==> src/rtl/fprc_pkg.sv <==
`default_nettype none

package fprc_pkg;

  // Field and state widths
  localparam int SMP_W   = 12;
  localparam int RUN_W   = 7;
  localparam int CNT_W   = 6;
  localparam int CHK_W   = 10;
  localparam int DATA_W  = 32;
  localparam int ADDR_W  = 3;

  // Register map: index taken from paddr[ADDR_W-1:2]
  localparam logic REG_BIN_LEVEL = 1'b0;

  localparam logic [SMP_W-1:0] THR_RESET = 12'd2040;
  localparam logic [CNT_W-1:0] RUNS_MAX  = 6'd63;
  localparam logic [CNT_W-1:0] RUNS_MIN_OK = 6'd5;
  localparam logic [CNT_W-1:0] RUNS_MAX_OK = 6'd9;

  typedef logic [RUN_W-1:0] run_len_t;

  // Five run lengths: dark, light, dark, light, dark
  typedef struct packed {
    run_len_t b0;
    run_len_t w0;
    run_len_t b1;
    run_len_t w1;
    run_len_t b2;
  } window_t;

endpackage

`default_nettype wire

==> src/rtl/fprc_window.sv <==
`default_nettype none

module fprc_window (
  input  var fprc_pkg::window_t win,
  output logic                  match
);

  localparam logic [fprc_pkg::CHK_W-1:0] K2 = fprc_pkg::CHK_W'(2);
  localparam logic [fprc_pkg::CHK_W-1:0] K3 = fprc_pkg::CHK_W'(3);
  localparam logic [fprc_pkg::CHK_W-1:0] K5 = fprc_pkg::CHK_W'(5);

  logic [fprc_pkg::CHK_W-1:0] b0, w0, b1, w1, b2, outer;
  logic                       ok0, ok2, ok1;

  assign b0    = fprc_pkg::CHK_W'(win.b0);
  assign w0    = fprc_pkg::CHK_W'(win.w0);
  assign b1    = fprc_pkg::CHK_W'(win.b1);
  assign w1    = fprc_pkg::CHK_W'(win.w1);
  assign b2    = fprc_pkg::CHK_W'(win.b2);
  assign outer = b0 + b2;

  // Outer dark runs against their light neighbors, center against both
  assign ok0 = (K5 * b0 >= K2 * w0) && (b0 <= K3 * w0);
  assign ok2 = (K5 * b2 >= K2 * w1) && (b2 <= K3 * w1);
  assign ok1 = (b1 >= outer) && (b1 <= K2 * outer);

  assign match = ok0 && ok2 && ok1;

endmodule

`default_nettype wire

==> src/rtl/finder_pattern_ratio_check_core.sv <==
`default_nettype none

// Channel  | Direction | Handshake            | Payload
// ---------+-----------+----------------------+-------------------------------------------
// in_      | in        | in_valid / in_stall  | in_sample_value[11:0], in_last_sample
// out_     | out       | out_valid / out_stall| out_pattern_found, out_run_count[5:0],
//          |           |                      | out_run_count_ok
// config   | in        | psel/penable/pready  | paddr[2:0], pwdata[31:0], prdata[31:0]
//
// Takes one beat per cycle while in_stall is low. A beat is captured in the
// input register, then run update, both window checks and the line verdict
// settle combinationally into the line state and the result register.
// Reset sets the threshold to 2040 and clears the line state.
// A full result register under out_stall holds only beats marked last in
// the input register; other samples keep moving.

module finder_pattern_ratio_check_core #(
  parameter int MAX_LINE_SAMPLES = 64
) (
  input  logic                          clk,
  input  logic                          rst_n,

  input  logic                          in_valid,
  output logic                          in_stall,
  input  logic [fprc_pkg::SMP_W-1:0]    in_sample_value,
  input  logic                          in_last_sample,

  output logic                          out_valid,
  input  logic                          out_stall,
  output logic                          out_pattern_found,
  output logic [fprc_pkg::CNT_W-1:0]    out_run_count,
  output logic                          out_run_count_ok,

  input  logic                          psel,
  input  logic                          penable,
  input  logic                          pwrite,
  input  logic [fprc_pkg::ADDR_W-1:0]   paddr,
  input  logic [fprc_pkg::DATA_W-1:0]   pwdata,
  output logic [fprc_pkg::DATA_W-1:0]   prdata,
  output logic                          pready
);

  localparam fprc_pkg::run_len_t LEN_MAX = fprc_pkg::RUN_W'(MAX_LINE_SAMPLES);

  // ---------------- configuration ----------------
  logic [fprc_pkg::SMP_W-1:0] thr_r, thr_nxt;
  logic                       cfg_wr;
  logic                       cfg_idx;

  assign pready  = 1'b1;
  assign cfg_idx = paddr[fprc_pkg::ADDR_W-1];
  assign cfg_wr  = psel && penable && pwrite && pready &&
                   (cfg_idx == fprc_pkg::REG_BIN_LEVEL);

  always_comb begin
    thr_nxt = thr_r;
    if (cfg_wr) begin
      thr_nxt = pwdata[fprc_pkg::SMP_W-1:0];
    end
  end

  always_comb begin
    prdata = '0;
    if (cfg_idx == fprc_pkg::REG_BIN_LEVEL) begin
      prdata = fprc_pkg::DATA_W'(thr_r);
    end
  end

  // ---------------- input register ----------------
  logic                       in_vld_r, in_vld_nxt;
  logic [fprc_pkg::SMP_W-1:0] smp_r;
  logic                       last_r;
  logic                       in_acc;
  logic                       proc_fire;
  logic                       out_free;

  // Result slot frees when empty or being drained this cycle
  assign out_free  = !out_valid || !out_stall;
  // A non-last sample never needs the result slot
  assign proc_fire = in_vld_r && (!last_r || out_free);
  assign in_stall  = in_vld_r && !proc_fire;
  assign in_acc    = in_valid && !in_stall;

  always_comb begin
    in_vld_nxt = in_vld_r;
    if (in_acc) begin
      in_vld_nxt = 1'b1;
    end else if (proc_fire) begin
      in_vld_nxt = 1'b0;
    end
  end

  // ---------------- line state ----------------
  logic                       started_r, started_nxt;
  logic                       light_r, light_nxt;
  fprc_pkg::run_len_t         len_r, len_nxt;
  fprc_pkg::run_len_t         prev_r   [4];
  fprc_pkg::run_len_t         prev_nxt [4];
  logic [fprc_pkg::CNT_W-1:0] runs_r, runs_nxt;
  logic                       wm_r, wm_nxt;

  logic                       smp_light;
  fprc_pkg::window_t          win_a, win_b;
  logic                       match_a, match_b;
  logic                       chk_b;

  // State after this sample's run update, before the line closes
  logic                       s_light;
  fprc_pkg::run_len_t         s_len;
  fprc_pkg::run_len_t         s_prev [4];
  logic [fprc_pkg::CNT_W-1:0] s_runs;
  logic                       s_wm;
  logic                       run_ok;
  logic                       found;

  // Strictly brighter than the threshold counts as light
  assign smp_light = smp_r > thr_r;

  // Window closed by a color change: four stored runs plus the current one
  assign win_a = '{b0: prev_r[0], w0: prev_r[1], b1: prev_r[2], w1: prev_r[3], b2: len_r};

  fprc_window u_win_a (
    .win   (win_a),
    .match (match_a)
  );

  always_comb begin
    s_light = light_r;
    s_len   = len_r;
    s_runs  = runs_r;
    s_wm    = wm_r;
    for (int i = 0; i < 4; i++) begin
      s_prev[i] = prev_r[i];
    end
    priority if (!started_r) begin
      // Open a new line with a single run
      s_light = smp_light;
      s_len   = fprc_pkg::RUN_W'(1);
      s_runs  = fprc_pkg::CNT_W'(1);
      s_wm    = 1'b0;
      for (int i = 0; i < 4; i++) begin
        s_prev[i] = '0;
      end
    end else if (smp_light == light_r) begin
      // Extend the run, saturating at the line limit
      if (len_r < LEN_MAX) begin
        s_len = len_r + fprc_pkg::RUN_W'(1);
      end
    end else begin
      // Close the run: check its window, shift it in, start a new run
      if (runs_r >= fprc_pkg::RUNS_MIN_OK && !light_r && match_a) begin
        s_wm = 1'b1;
      end
      s_prev[0] = prev_r[1];
      s_prev[1] = prev_r[2];
      s_prev[2] = prev_r[3];
      s_prev[3] = len_r;
      s_light   = smp_light;
      s_len     = fprc_pkg::RUN_W'(1);
      if (runs_r < fprc_pkg::RUNS_MAX) begin
        s_runs = runs_r + fprc_pkg::CNT_W'(1);
      end
    end
  end

  // Window closed by the end of the line
  assign win_b = '{b0: s_prev[0], w0: s_prev[1], b1: s_prev[2], w1: s_prev[3], b2: s_len};

  fprc_window u_win_b (
    .win   (win_b),
    .match (match_b)
  );

  assign chk_b  = (s_runs >= fprc_pkg::RUNS_MIN_OK) && !s_light && match_b;
  assign run_ok = (s_runs >= fprc_pkg::RUNS_MIN_OK) && (s_runs <= fprc_pkg::RUNS_MAX_OK);
  assign found  = (s_wm || chk_b) && run_ok;

  always_comb begin
    started_nxt = started_r;
    light_nxt   = light_r;
    len_nxt     = len_r;
    runs_nxt    = runs_r;
    wm_nxt      = wm_r;
    for (int i = 0; i < 4; i++) begin
      prev_nxt[i] = prev_r[i];
    end
    if (proc_fire) begin
      // Last sample drops the line; the next sample reopens it
      started_nxt = !last_r;
      light_nxt   = s_light;
      len_nxt     = s_len;
      runs_nxt    = s_runs;
      wm_nxt      = s_wm;
      for (int i = 0; i < 4; i++) begin
        prev_nxt[i] = s_prev[i];
      end
    end
  end

  // ---------------- result register ----------------
  logic                       out_vld_r, out_vld_nxt;
  logic                       found_r, found_nxt;
  logic [fprc_pkg::CNT_W-1:0] cnt_r, cnt_nxt;
  logic                       ok_r, ok_nxt;
  logic                       res_load;

  assign res_load = proc_fire && last_r;

  always_comb begin
    out_vld_nxt = out_vld_r;
    found_nxt   = found_r;
    cnt_nxt     = cnt_r;
    ok_nxt      = ok_r;
    if (res_load) begin
      out_vld_nxt = 1'b1;
      found_nxt   = found;
      cnt_nxt     = s_runs;
      ok_nxt      = run_ok;
    end else if (out_valid && !out_stall) begin
      out_vld_nxt = 1'b0;
    end
  end

  assign out_valid         = out_vld_r;
  assign out_pattern_found = found_r;
  assign out_run_count     = cnt_r;
  assign out_run_count_ok  = ok_r;

  // ---------------- registers ----------------
  always_ff @(posedge clk) begin
    if (!rst_n) begin
      thr_r     <= fprc_pkg::THR_RESET;
      in_vld_r  <= 1'b0;
      out_vld_r <= 1'b0;
      started_r <= 1'b0;
      light_r   <= 1'b0;
      len_r     <= '0;
      runs_r    <= '0;
      wm_r      <= 1'b0;
      for (int i = 0; i < 4; i++) begin
        prev_r[i] <= '0;
      end
    end else begin
      thr_r     <= thr_nxt;
      in_vld_r  <= in_vld_nxt;
      out_vld_r <= out_vld_nxt;
      started_r <= started_nxt;
      light_r   <= light_nxt;
      len_r     <= len_nxt;
      runs_r    <= runs_nxt;
      wm_r      <= wm_nxt;
      for (int i = 0; i < 4; i++) begin
        prev_r[i] <= prev_nxt[i];
      end
    end
  end

  // Payload registers: no reset
  always_ff @(posedge clk) begin
    if (in_acc) begin
      smp_r  <= in_sample_value;
      last_r <= in_last_sample;
    end
    found_r <= found_nxt;
    cnt_r   <= cnt_nxt;
    ok_r    <= ok_nxt;
  end

endmodule

`default_nettype wire

==> config.mk <==
export PLATFORM = sky130hd
export DESIGN_NAME = finder_pattern_ratio_check_core
export DESIGN_NICKNAME = d
export VERILOG_FILES = /design/src/rtl/fprc_pkg.sv /design/src/rtl/fprc_window.sv /design/src/rtl/finder_pattern_ratio_check_core.sv
export SDC_FILE = /design/constraint.sdc
export NUM_CORES = 1
export LEC_CHECK = 0
export BUFFER_PORTS_ARGS = -buffer_cell sky130_fd_sc_hd__buf_2
export CAP_MARGIN = 30
export CORE_MARGIN = 1
export CORE_UTILIZATION = 60
export DETAILED_ROUTE_END_ITERATION = 6
export PLACE_DENSITY = 0.79
export SLEW_MARGIN = 40
export SYNTH_ARGS = -nofsm -noshare
export SYNTH_HDL_FRONTEND = slang
export SYNTH_SLANG_ARGS = --single-unit
==> constraint.sdc <==
create_clock -name clk -period 7.15 [get_ports clk]
set_input_delay 1.43 -clock clk [delete_from_list [all_inputs] [get_ports clk]]
set_output_delay 1.43 -clock clk [all_outputs]
set_load 0.05 [all_outputs]
==> results.sh, run 1 <==
export IMPL_drv_cap=0
export IMPL_design_die_area_um2=15100
export IMPL_diodes=0
export IMPL_crit_fanout=20
export IMPL_syn_avg_cell_area_um2=8.39
export IMPL_route_vias_total=7423
export IMPL_top_usage_layer="met2"
export IMPL_synth_top_area_cell="ha_1"
export IMPL_nFillCells=1171
export IMPL_core_um2=14000
export IMPL_ios=98
export IMPL_layout_drive_gt1_share_pct=8.76
export IMPL_cts_buffers=9
export IMPL_timing_rr_start="thr_r[1]"
export IMPL_worst_pin_slew_ns=0.793
export IMPL_drc=0
export IMPL_antenna_found_initial=0
export IMPL_clock_latency_ns=0.35
export IMPL_grtUsageMet2_pct=47.2
export IMPL_synth_area_um2=8760
export IMPL_peakVddDrop_v=0.000111
export IMPL_syn2layout_area_growth_pct=7.15
export IMPL_cp_common_cell="ha_1"
export IMPL_initial_core_util_pct=62.4
export IMPL_cts_root_buf="clkbuf_16"
export IMPL_reg2reg_depth=26
export IMPL_gp_congestion=0.886
export IMPL_layout_commonest_cell="ha_1"
export IMPL_drtPass1Iterations=6
export IMPL_totalWireLength_mm=20.2
export IMPL_hp_class="reg2reg"
export IMPL_r2r_end="out_pattern_found"
export IMPL_htree_num_levels=3
export IMPL_finalSetupTns_ns=0
export IMPL_worst_slack_ns=1.10
export IMPL_cts_clk_slew_worst_paths_ns=0.06
export IMPL_layout_common_cells="ha_1, nand2_1, inv_1, dfxtp_1"
export IMPL_die_w_um=123
export IMPL_cp_num_cells=26
export IMPL_p_leak_nw=4.43
export IMPL_worstPathRequired_ns=7.24
export IMPL_grt_overflow=0
export IMPL_worst_setup_path_start_kind="register"
export IMPL_drtIter0Drc=466
export IMPL_finalSetupViolCount=0
export IMPL_fin_worst_skew_ns=0.00924
export IMPL_met3_usage_pct=4.88
export IMPL_hpwl_mm=15.0
export IMPL_yosys_warnings=0
export IMPL_synth_top_area_share_pct=25.3
export IMPL_clkSinkCount=79
export IMPL_grt_usage_pct=28.5
export IMPL_r2r_slack_ns=1.10
export IMPL_power_density_nw_per_um2=118
export IMPL_hold_start="thr_r[2]"
export IMPL_cts_tree="yes"
export IMPL_critPathBufInv=2
export IMPL_slew_headroom_pct=46.7
export IMPL_yosysUniqueCellTypes=69
export IMPL_finalHoldViolCount=0
export IMPL_rsz0062_at_grt="no"
export IMPL_grt_pass1_wl_mm=33.7
export IMPL_placement_io_buffers=54
export IMPL_grt_use_met1_pct=37.4
export IMPL_slew_violations=0
export IMPL_grt_max_degree=59
export IMPL_critPathTopFamily="compound AO/OA/AOI/OAI gates"
export IMPL_dieHeight_um=123
export IMPL_total_power_w=0.00111
export IMPL_avgViaCountPerCell=5.87
export IMPL_path_class="reg2reg"
export IMPL_synthArstFlopShare_pct=0
export IMPL_ys_seq_elements=79
export IMPL_post_cts_buffers=0
export IMPL_synth_edf_count=21
export IMPL_worst_path_largest_cell_delay_ns=0.64
export IMPL_final_antenna_net_count=0
export IMPL_layout_nets=1321
export IMPL_clock_path_buffers=2
export IMPL_status="finished, final reports clean"
export IMPL_hold_end="thr_r[2]"
export IMPL_synthTopCellsByArea="ha_1, dfxtp_1, edfxtp_1"
export IMPL_row_count=43
export IMPL_cts_resized=0
export IMPL_synthFlopType="dfxtp_1"
export IMPL_pre_cts_ws_ns=1.20
export IMPL_syn_instance_count=1044
export IMPL_cts_hold_buf=0
export IMPL_grt_pass1_vias=7079
export IMPL_crit_arrival_ns=6.14
export IMPL_cp_end_kind="register"
export IMPL_avgRoutedWirePerCell_um=16.0
export IMPL_fmax_ghz=0.165
export IMPL_cpMaxStageDelayCell="ha_2"
export IMPL_period_share_pct=84.6
export IMPL_period_minus_slack_ns=6.05
export IMPL_yosysSeqAreaShare_pct=20.4
export IMPL_min_path_cells=2
logic make-up (layout without fill, tap and decap cells):
family                     Yosys count  count (layout)  synth area share [%]
AOI/OAI and AO/OA                  246             246                  19.3
xor gates and xnor gates            50              50                  5.00
adders and majority gates          186             186                  27.3
buffers and inverters              140             162                  7.14
DFF                                 79              79                  20.4
muxes                               30              30                  3.57
other                                2              21                0.0857
and+or+nand+nor                    311             311                  17.2
per-stage QoR:
| stage | hold WS, ns | std cells | cell area [um2] | util, % |
|---|---|---|---|---|
| 6_report | 0.472 | 1265 | 9390 | 66.9 |
| 5_1_grt | 0.488 | 1265 | 9390 | 66.9 |
| 4_1_cts | 0.468 | 1265 | 9390 | 66.9 |
| 3_5_place_dp | 0.461 | 1249 | 9070 | 64.6 |
| 3_3_place_gp | 0.452 | 1249 | 9070 | 64.6 |
| 2_1_floorplan | 0.443 | 1063 | 8830 | - |
cell usage after synthesis (15+ instances only):
cell type,instances
ha_1,177
edfxtp_1,21
nand3_1,21
nor2b_1,38
a21o_1,23
a21boi_0,35
mux2i_1,23
xor2_1,15
clkbuf_1,25
dfxtp_1,58
a21oi_1,46
buf_4,21
xnor2_1,35
o21ai_0,53
inv_1,87
nand2_1,140
nor2_1,39
routing by layer:
metal,up-vias,wire length [um]
li1,3734,-
met1,3476,9350
met2,175,9430
met3,38,865
met4,0,533
met5,-,0
power breakdown:
group / leakage [nW] / total, W / switching, W / internal, W
registers: 0.673 / 0.000474 / 0.00000577 / 0.000468
clock network: 0.148 / 0.000491 / 0.000186 / 0.000304
logic: 3.61 / 0.000144 / 0.000101 / 0.0000428
total: 4.43 / 0.00111 / 0.000293 / 0.000816
worst max path at each step:
stage,end,from
floorplan,out_pattern_found,thr_r[1]
global placement,out_pattern_found,thr_r[1]
detailed placement,out_pattern_found,thr_r[1]
CTS,out_pattern_found,thr_r[1]
global route,out_pattern_found,thr_r[1]
finish,out_pattern_found,thr_r[1]
tightest hold or removal path: cells and delay by family (launching register included):
kind | cells | cell delay (ns)
AND/OR/NAND/NOR | 1 | 0.05
flip-flops | 1 | 0.31
AO/OA/AOI/OAI | 1 | 0.07
layout make-up:
type	instances	area (um2)	area share, %
sequential	79	1790	19.1
multi-input combinational	844	6420	68.4
clock buffer	10	229	2.44
tap	180	225	2.40
timing repair buffer	59	310	3.30
inverter	87	327	3.48
clock inverter	6	85.1	0.906
sequential cells by signal, indices dropped and copies added (netlist names), 6 cells and up:
signal and cells:
len_r 7, smp_r 12, runs_r 6, out_run_count 6
prev_r 28, thr_r 12
Note: power is estimated with default switching activity, not from simulation.
==> run 2, diff against run 1 <==
==> constraint.sdc (replaced) <==
create_clock -name clk -period 5.81 [get_ports clk]
set_input_delay 1.162 -clock clk [delete_from_list [all_inputs] [get_ports clk]]
set_output_delay 1.162 -clock clk [all_outputs]
set_load 0.05 [all_outputs]
==> run 2 against run 1 <==
Net effect:
- via count is 0.88% higher
- first-iteration DRC count decreased by 30%
- largest power group unchanged
- flip-flop and latch count stayed put
- clock-buffer cell count down 1
- hold slack got worse by 0.0095 ns
- clock power grew 19%
- sequential power grew 23%
- die area unchanged
- combinational power is 31% higher
- critical path depth grew 1
- clock skew decreased by 0.0028 ns
==> results.sh, run 2 (synthesis results as in run 1) <==
export IMPL_slew_violations=0
export IMPL_cts_root_buf="clkbuf_16"
export IMPL_total_power_w=0.00136
export IMPL_layout_drive_gt1_share_pct=10.7
export IMPL_drc=0
export IMPL_cts_clk_slew_worst_paths_ns=0.07
export IMPL_slew_headroom_pct=49.9
export IMPL_layout_common_cells="ha_1, nand2_1, inv_1, dfxtp_1"
export IMPL_p_leak_nw=4.53
export IMPL_finalSetupViolCount=0
export IMPL_core_um2=14000
export IMPL_die_w_um=123
export IMPL_top_layer="met4"
export IMPL_syn2layout_area_growth_pct=8.87
export IMPL_drv_cap=0
export IMPL_crit_fanout=9
export IMPL_rsz0062_at_grt="no"
export IMPL_grt_overflow=0
export IMPL_cp_end_kind="register"
export IMPL_finalHoldViolCount=0
export IMPL_placement_io_buffers=54
export IMPL_antenna_found_initial=0
export IMPL_worst_path_largest_cell_delay_ns=0.40
export IMPL_largest_reg_flops=28
export IMPL_finalSetupTns_ns=0
export IMPL_clock_latency_ns=0.34
export IMPL_layout_commonest_cell="ha_1"
export IMPL_grt_pass1_wl_mm=32.8
export IMPL_design_die_area_um2=15100
export IMPL_fmax_ghz=0.185
export IMPL_top_regs="prev_r (28), smp_r (12), thr_r (12)"
export IMPL_clock_path_buffers=2
export IMPL_hpwl_mm=15.4
export IMPL_worst_pin_slew_ns=0.733
export IMPL_initial_core_util_pct=62.4
export IMPL_drtPass1Iterations=5
export IMPL_totalWireLength_mm=20.1
export IMPL_worst_setup_path_start_kind="register"
export IMPL_drtIter0Drc=326
export IMPL_cts_buffers=9
export IMPL_path_class="reg2reg"
export IMPL_cts_tree="yes"
export IMPL_avgViaCountPerCell=5.84
export IMPL_wl_met1_mm=9.29
export IMPL_avgRoutedWirePerCell_um=15.7
export IMPL_grt_usage_pct=27.8
export IMPL_cpMaxStageDelayCell="a2111oi_2"
export IMPL_route_vias_total=7488
export IMPL_gp_congestion=0.872
export IMPL_period_share_pct=92.9
export IMPL_wl_met2_mm=9.36
export IMPL_critPathTopFamily="compound AO/OA/AOI/OAI gates"
export IMPL_power_density_nw_per_um2=142
export IMPL_status="finished, final reports clean"
export IMPL_peakVddDrop_v=0.000178
export IMPL_htree_num_levels=3
export IMPL_grt_pass1_vias=6938
export IMPL_dr_wl_met3_mm=1.11
export IMPL_hold_start="thr_r[1]"
export IMPL_diodes=0
export IMPL_startpoint="thr_r[5]"
export IMPL_regMostFlops="prev_r"
export IMPL_clkSinkCount=79
export IMPL_nFillCells=1113
export IMPL_ios=98
export IMPL_hp_class="reg2reg"
export IMPL_critPathBufInv=3
export IMPL_dieHeight_um=123
export IMPL_crit_arrival_ns=5.48
export IMPL_worstPathRequired_ns=5.89
export IMPL_timing_rr_start="thr_r[5]"
export IMPL_layout_nets=1339
export IMPL_fin_worst_skew_ns=0.00646
export IMPL_period_minus_slack_ns=5.40
export IMPL_grt_max_degree=59
export IMPL_final_antenna_net_count=0
export IMPL_row_count=43
==> run 2: cell types whose count changed in the layout (fill, tap and decap cells not counted), sizes merged <==
| cell | delta |
|---|---|
| clkinvlp | -1 |
| inv | +3 |
| buf | +17 |
| bufinv | -1 |
==> run 2: power by group <==
| group | switching (W) | internal, W |
|---|---|---|
| sequential | 0.00000905 | 0.000576 |
| clock | 0.000247 | 0.000339 |
| combinational | 0.000127 | 0.0000615 |
| total | 0.000382 | 0.000977 |
==> run 2: layout make-up <==
type                       instances  area, um2  share of cell area [%]
clock buffer                       9        225                    2.36
sequential                        79       1790                    18.8
clock inverter                     7       80.1                   0.839
inverter                          87        327                    3.42
timing repair buffer              77        445                    4.67
multi-input combinational        844       6440                    67.6
tap                              180        225                    2.36
==> run 2: through the flow <==
step	hold WS [ns]	setup slack (ns)	std cells	area, um2	utilization (%)
2_1_floorplan	0.443	0.392	1063	8830	-
3_3_place_gp	0.456	0.202	1264	9180	65.4
3_5_place_dp	0.458	0.0934	1264	9190	65.4
4_1_cts	0.467	0.117	1280	9500	67.7
5_1_grt	0.488	0.0746	1283	9540	67.9
6_report	0.462	0.411	1283	9540	67.9
==> run 2: path summary, 6_finish.rpt <==
kind	end	slack, ns	cells after the start
worst max register to register	out_pattern_found	0.41	27
worst min-delay path	thr_r[1]	0.46	2
worst min register to register	thr_r[1]	0.46	2
worst max-delay path	out_pattern_found	0.41	27
==> run 2: routing by layer <==
metal | vias up | track usage (%)
met4 | 0 | 7.39
li1 | 3780 | -
met3 | 35 | 5.53
met5 | - | 0
met2 | 187 | 47.2
met1 | 3486 | 35.7
==> run 2: worst register-to-register path, cell delays in order, from the launching register on <==
cell and delay, ns:
dfxtp_1 0.31, inv_1 0.06, ha_1 0.31, a21o_1 0.16
nand3_1 0.07, a21oi_1 0.08, a2111oi_2 0.40, nor2_2 0.13
ha_4 0.38, clkbuf_4 0.23, o21ai_0 0.09, nand2_1 0.16
inv_1 0.13, ha_1 0.35, nand2_1 0.08, nor3_1 0.05
o31a_1 0.30, o22ai_1 0.12, nand2_1 0.10, xnor2_1 0.26
ha_1 0.29, and3_1 0.16, nand3_1 0.07, o21ai_0 0.13
a211oi_1 0.24, a21oi_1 0.07, o32ai_1 0.29, o31ai_1 0.12
==> run 2: what timing repair did <==
action                                  in CTS  in global routing
endpoints found under the hold margin        0                  0
setup buffers                                0                  3
endpoints found under the setup margin       1                  1
hold buffers                                 0                  0
pin swaps                                    0                  1
gates resized for setup                      1                  5
